[src/sv/assert_macros.svh]
// Assertion macros for the rotate nearest neighbor block.
// Used by the top level; needs a clock i_clk and reset i_rst_n in scope.
`ifndef ASSERT_MACROS_SVH
`define ASSERT_MACROS_SVH

// check a condition in the same cycle as its trigger
`define RNN_ASSERT_NOW(lbl, ante, cons, msg) \
    lbl: assert property (@(posedge i_clk) disable iff (!i_rst_n) (ante) |-> (cons)) \
        else $error(msg);

// check a condition in the cycle after its trigger
`define RNN_ASSERT_NEXT(lbl, ante, cons, msg) \
    lbl: assert property (@(posedge i_clk) disable iff (!i_rst_n) (ante) |=> (cons)) \
        else $error(msg);

`endif

[src/sv/rnn_pkg.sv]
// Package for the rotate nearest neighbor block: defaults, register codes, config type.
// No dependencies.
`default_nettype none
package rnn_pkg;
    localparam int MAX_WIDTH_DEF  = 512;
    localparam int MAX_HEIGHT_DEF = 512;
    localparam int PIXEL_BITS_DEF = 32;

    localparam int FRAC_BITS = 14;
    localparam int APB_AW    = 5;

    localparam logic [2:0] REG_SRC_WIDTH  = 3'd0;
    localparam logic [2:0] REG_SRC_HEIGHT = 3'd1;
    localparam logic [2:0] REG_DST_WIDTH  = 3'd2;
    localparam logic [2:0] REG_DST_HEIGHT = 3'd3;
    localparam logic [2:0] REG_COS_Q14    = 3'd4;
    localparam logic [2:0] REG_SIN_Q14    = 3'd5;

    typedef struct packed {
        logic [9:0]         src_width;
        logic [9:0]         src_height;
        logic [9:0]         dst_width;
        logic [9:0]         dst_height;
        logic signed [15:0] cos_q14;
        logic signed [15:0] sin_q14;
    } t_cfg;
endpackage
`default_nettype wire

[src/sv/rnn_regs.sv]
// Configuration registers behind an APB-style port.
// Depends on rnn_pkg (register codes, t_cfg).
`default_nettype none
module rnn_regs (
    input  wire logic                      i_clk,
    input  wire logic                      i_rst_n,
    input  wire logic                      psel,
    input  wire logic                      penable,
    input  wire logic                      pwrite,
    input  wire logic [rnn_pkg::APB_AW-1:0] paddr,
    input  wire logic [31:0]               pwdata,
    output logic      [31:0]               prdata,
    output logic                           pready,
    output rnn_pkg::t_cfg                  o_cfg
);
    rnn_pkg::t_cfg r_cfg;
    logic [2:0]    w_idx;
    logic          w_wr;

    assign w_idx  = paddr[4:2];
    assign w_wr   = psel && penable && pwrite;
    assign pready = 1'b1;
    assign o_cfg  = r_cfg;

    always_ff @(posedge i_clk) begin
        if (!i_rst_n) begin
            r_cfg.src_width  <= 10'd512;
            r_cfg.src_height <= 10'd512;
            r_cfg.dst_width  <= 10'd512;
            r_cfg.dst_height <= 10'd512;
            r_cfg.cos_q14    <= 16'sd16384;
            r_cfg.sin_q14    <= 16'sd0;
        end else if (w_wr) begin
            case (w_idx)
                rnn_pkg::REG_SRC_WIDTH:  r_cfg.src_width  <= pwdata[9:0];
                rnn_pkg::REG_SRC_HEIGHT: r_cfg.src_height <= pwdata[9:0];
                rnn_pkg::REG_DST_WIDTH:  r_cfg.dst_width  <= pwdata[9:0];
                rnn_pkg::REG_DST_HEIGHT: r_cfg.dst_height <= pwdata[9:0];
                rnn_pkg::REG_COS_Q14:    r_cfg.cos_q14    <= $signed(pwdata[15:0]);
                rnn_pkg::REG_SIN_Q14:    r_cfg.sin_q14    <= $signed(pwdata[15:0]);
                default: begin
                end
            endcase
        end
    end

    always_comb begin
        case (w_idx)
            rnn_pkg::REG_SRC_WIDTH:  prdata = {22'd0, r_cfg.src_width};
            rnn_pkg::REG_SRC_HEIGHT: prdata = {22'd0, r_cfg.src_height};
            rnn_pkg::REG_DST_WIDTH:  prdata = {22'd0, r_cfg.dst_width};
            rnn_pkg::REG_DST_HEIGHT: prdata = {22'd0, r_cfg.dst_height};
            rnn_pkg::REG_COS_Q14:    prdata = {16'd0, r_cfg.cos_q14};
            rnn_pkg::REG_SIN_Q14:    prdata = {16'd0, r_cfg.sin_q14};
            default:                 prdata = 32'd0;
        endcase
    end
endmodule
`default_nettype wire

[config.mk]
export PLATFORM = sky130hd
export DESIGN_NAME = rnn_regs
export DESIGN_NICKNAME = d
export VERILOG_FILES = /design/src/sv/assert_macros.svh /design/src/sv/rnn_pkg.sv /design/src/sv/rnn_regs.sv
export SDC_FILE = /design/constraint.sdc
export NUM_CORES = 1
export LEC_CHECK = 0
export BUFFER_PORTS_ARGS = -buffer_cell sky130_fd_sc_hd__buf_2
export CAP_MARGIN = 10
export CORE_ASPECT_RATIO = 0.9
export CORE_MARGIN = 10
export CORE_UTILIZATION = 45
export CTS_BUF_LIST = sky130_fd_sc_hd__clkbuf_2 sky130_fd_sc_hd__clkbuf_4 sky130_fd_sc_hd__clkbuf_8
export DETAILED_ROUTE_END_ITERATION = 8
export PLACE_DENSITY = 0.72
export SLEW_MARGIN = 20
export SYNTH_ARGS = -nofsm -noshare
export SYNTH_HDL_FRONTEND = slang
export SYNTH_SLANG_ARGS = --single-unit
[constraint.sdc]
create_clock -name i_clk -period 1.4 [get_ports i_clk]
set_input_delay 0.14 -clock i_clk [delete_from_list [all_inputs] [get_ports i_clk]]
set_output_delay 0.14 -clock i_clk [all_outputs]
set_load 0.1 [all_outputs]
# Yosys cells after proc, flatten, opt, wreduce, memory -nomap -nowiden
# Cells that the tools add are included.
# totals
register_bits	72
input_bits	42
output_inout_bits	105
# classes
n_eq_ne	5
n_mux	1
n_reduce_logical	9
# op_table
cell	count
16-bit one-hot mux with 6 select lines	1
2-bit AND reduction	6
3-bit by 2-bit == test with 1-bit output (second input constant)	2
3-bit == test (second input constant)	2
3-bit by 1-bit == test with 1-bit output (second input constant)	1
3-bit logical NOT	1
1-bit logical AND	2

# Longest topological paths before layout
# depth
depth_word	3
depth_mapped	6
ltp_nobuf	3

# Least setup slack after synthesis
# Ideal clock, no wire load.
# synth_timing
kind	reg2out
start	reg r_cfg, in the netlist o_cfg[41]
end	out prdata[9]
t_arrival_ns	3.453
t_required_ns	1.260
path_slack_ns	-2.193
path_stages_with_launch	4
n_path_buf	0
path_cell_list	dfxtp_1 mux2_2 a22oi_1 o21ai_0
# synth_via
elab_chain_len	1
# synth_lines
element	line_no	source
start, declared	rnn_regs.sv:16	rnn_pkg::t_cfg r_cfg;
16-bit one-hot mux with 6 select lines	rnn_regs.sv:48	case (w_idx)
end, declared	rnn_regs.sv:12	output logic [31:0] prdata,
# No other way between the ends.

# Final worst setup path
# layout_timing
start	reg r_cfg, in the netlist o_cfg[63]
end	out prdata[1]
# Same word-level chain as after synthesis.

==> run metrics <==
vias per inst 5.12; top-area cell type share of the netlist area between 40% and 50%; Worst-path clk slew about 0.070 ns; Cell Area, Synth 3420 µm²; Worst EP arrival ~1.5 ns; Peak Freq 0.611 GHz; initial drt markers 138; Initial Utilization 45.8%; multi-input logic area about 2000 µm²; critical path type flip-flop to primary output; ANT nets after route 0; nets 536; Register Area 1630 µm²; 1st-pass router iterations 4; Layout fillers between 500 and 600; violated checks setup timing; detailed placement HPWL approximately 8400 µm; period utilization 117%; worst-skew pair later-pin latency roughly 0.34 ns; Hold WS 0.0574 ns; cts bufs inserted 9; Synth area leader dfxtp_1; #FFs+latches synth 72; Cell variety after synth 29; H-tree levels 3; Ports between 100 and 150; status complete, but fails checks; synth top area cells dfxtp_1, mux2i_1, nand2_1, mux2_2, buf_4; worst-margin pin slew 0.519 ns; setup ws final -0.237 ns; die area around 11000 µm²; RSZ-0062 raised after global routing true; Worst Setup Start Kind flip-flop; ys flop type dfxtp_1; worst min-delay path class input port to flip-flop; Total GRT Usage 18.2%; YS warnings 0; area delta synth->final 50.6%; initial antenna violation count 0; Die Y 103 µm; CTS tree done; setup violators final 10; Slew headroom between 60% and 70%; n_diodes 0; syn avg cell area 9.58 µm²; vias in the first global route ~3200; Max Root-Sink Buffers 2; ys async rst share 0%; remaining global-route overflow 0; total leakage power 2.19 nW; Detailed Route WL 10600 µm; gp weighted congestion 0.850; WL/cell between 15 and 20 µm; die width 112 µm; first-pass GRT wire length 16800 µm; CTS sink count 72; Residual DRC 0; most common library cells after synthesis mux2i_1, nand2_1, dfxtp_1; # port buffers 111; worst clock skew 0 ns; max reg flops ~70; share of layout cells above drive strength 1 54.9%; total negative slack -1.76 ns; number of synthesized flops with an enable pin 0; core area 7470 µm²; routed via count 3048; most numerous cell in the Yosys netlist mux2i_1; final worst path period need 1.64 ns; post-synthesis cell count roughly 360; number of core rows 30; Final Max Tran Viols 0; Critical Path End Type primary output; pwr/cell area 811 nW/µm²; register area share after synthesis a little over two fifths; worst ir drop on vdd 0.000568 V; Root Buffer clkbuf_8; Fin. Hold Viols 0; # hold bufs at CTS 0; max cap viols 0; largest net degree at the start of global routing 38; Worst EP required 1.26 ns; critical path fanouts, max 2
==> stage by stage <==
| step | setup WS (ns) | power [mW] | cells | utilization (%) | area [µm²] |
|---|---|---|---|---|---|
| floorplan | -0.875 | 2.65 | 372 | - | 3900 |
| global placement | -0.293 | 2.79 | 572 | 65.4 | 4890 |
| detailed placement | -0.305 | 2.80 | 572 | 65.4 | 4890 |
| CTS | -0.237 | 4.21 | 592 | 68.5 | 5120 |
| global route | -0.276 | 4.34 | 595 | 68.9 | 5150 |
| finish | -0.237 | 4.18 | 595 | 68.9 | 5150 |
==> cell usage in the layout (no fill, tap or decap), types with 3 or more instances in the layout <==
master	instances
nor2b_1	6
nand3_1	5
buf_2	95
mux2i_1	84
mux2_2	6
clkbuf_4	3
a22oi_2	9
dfxtp_1	11
dfxtp_2	16
nand2b_1	3
nand2_1	83
dfxtp_4	45
o21ai_4	4
mux2_4	7
buf_12	24
o211ai_1	3
buf_4	33
nor2_4	10
clkbuf_8	9
conb_1	17
a32oi_1	3
==> critical path, cell delays in order (launching register included) <==
cell	delay (ns)
dfxtp_2	0.32
mux2_4	0.26
a32oi_1	0.15
o211ai_1	0.20
buf_12	0.22
==> kinds of logic (layout without fill, tap and decap cells) <==
family,after synthesis,after routing,share of synthesized area [%]
other,2,17,0.220
and+or+nand+nor,116,116,15.3
AOI/OAI and AO/OA,27,27,5.67
DFF,72,72,42.2
buffers and inverters,42,169,7.43
muxes,98,98,29.2
==> repair_timing <==
action | CTS | global route
gates resized for setup | 8 | 2
pin swaps | 6 | 4
endpoints found under the setup margin | 10 | 10
buffers inserted | 6 | 3
==> worst paths after layout <==
check                               from                     end  slack, ns  cells after the start
setup reg to reg  o_cfg[44]$_SDFFE_PN0P_  o_cfg[44]$_SDFFE_PN0P_       0.69                      3
setup / recovery  o_cfg[63]$_SDFFE_PN0P_               prdata[1]      -0.24                      4
hold reg to reg   o_cfg[25]$_SDFFE_PN0P_  o_cfg[25]$_SDFFE_PN0P_       0.47                      2
hold / removal                pwdata[12]  o_cfg[28]$_SDFFE_PN0P_       0.06                      3
==> per-layer routing <==
metal | vias to the layer above | share of wire (%) | track usage [%]
met5 | - | 0 | 0
met4 | 0 | 1.2 | 5.53
met3 | 12 | 9.1 | 7.39
met2 | 111 | 49 | 30.6
met1 | 1457 | 41 | 20.8
li1 | 1468 | - | -
==> where the power goes <==
part / switching [mW] / total (mW) / leakage [nW] / internal [mW]
clock: 0.724 / 1.41 / 0.0880 / 0.690
sequential: 0.0119 / 1.99 / 0.624 / 1.98
combinational: 0.583 / 0.766 / 1.48 / 0.183
==> layout make-up <==
| cell class | count | share of cell area (%) |
|---|---|---|
| clock buffer | 12 | 2.84 |
| inverter | 1 | 0.0729 |
| sequential | 72 | 31.7 |
| clock inverter | 4 | 0.413 |
| multi-input combinational | 258 | 39.3 |
| tap | 96 | 2.33 |
| timing repair buffer | 152 | 23.4 |
Note: power is estimated with default switching activity, not from simulation.
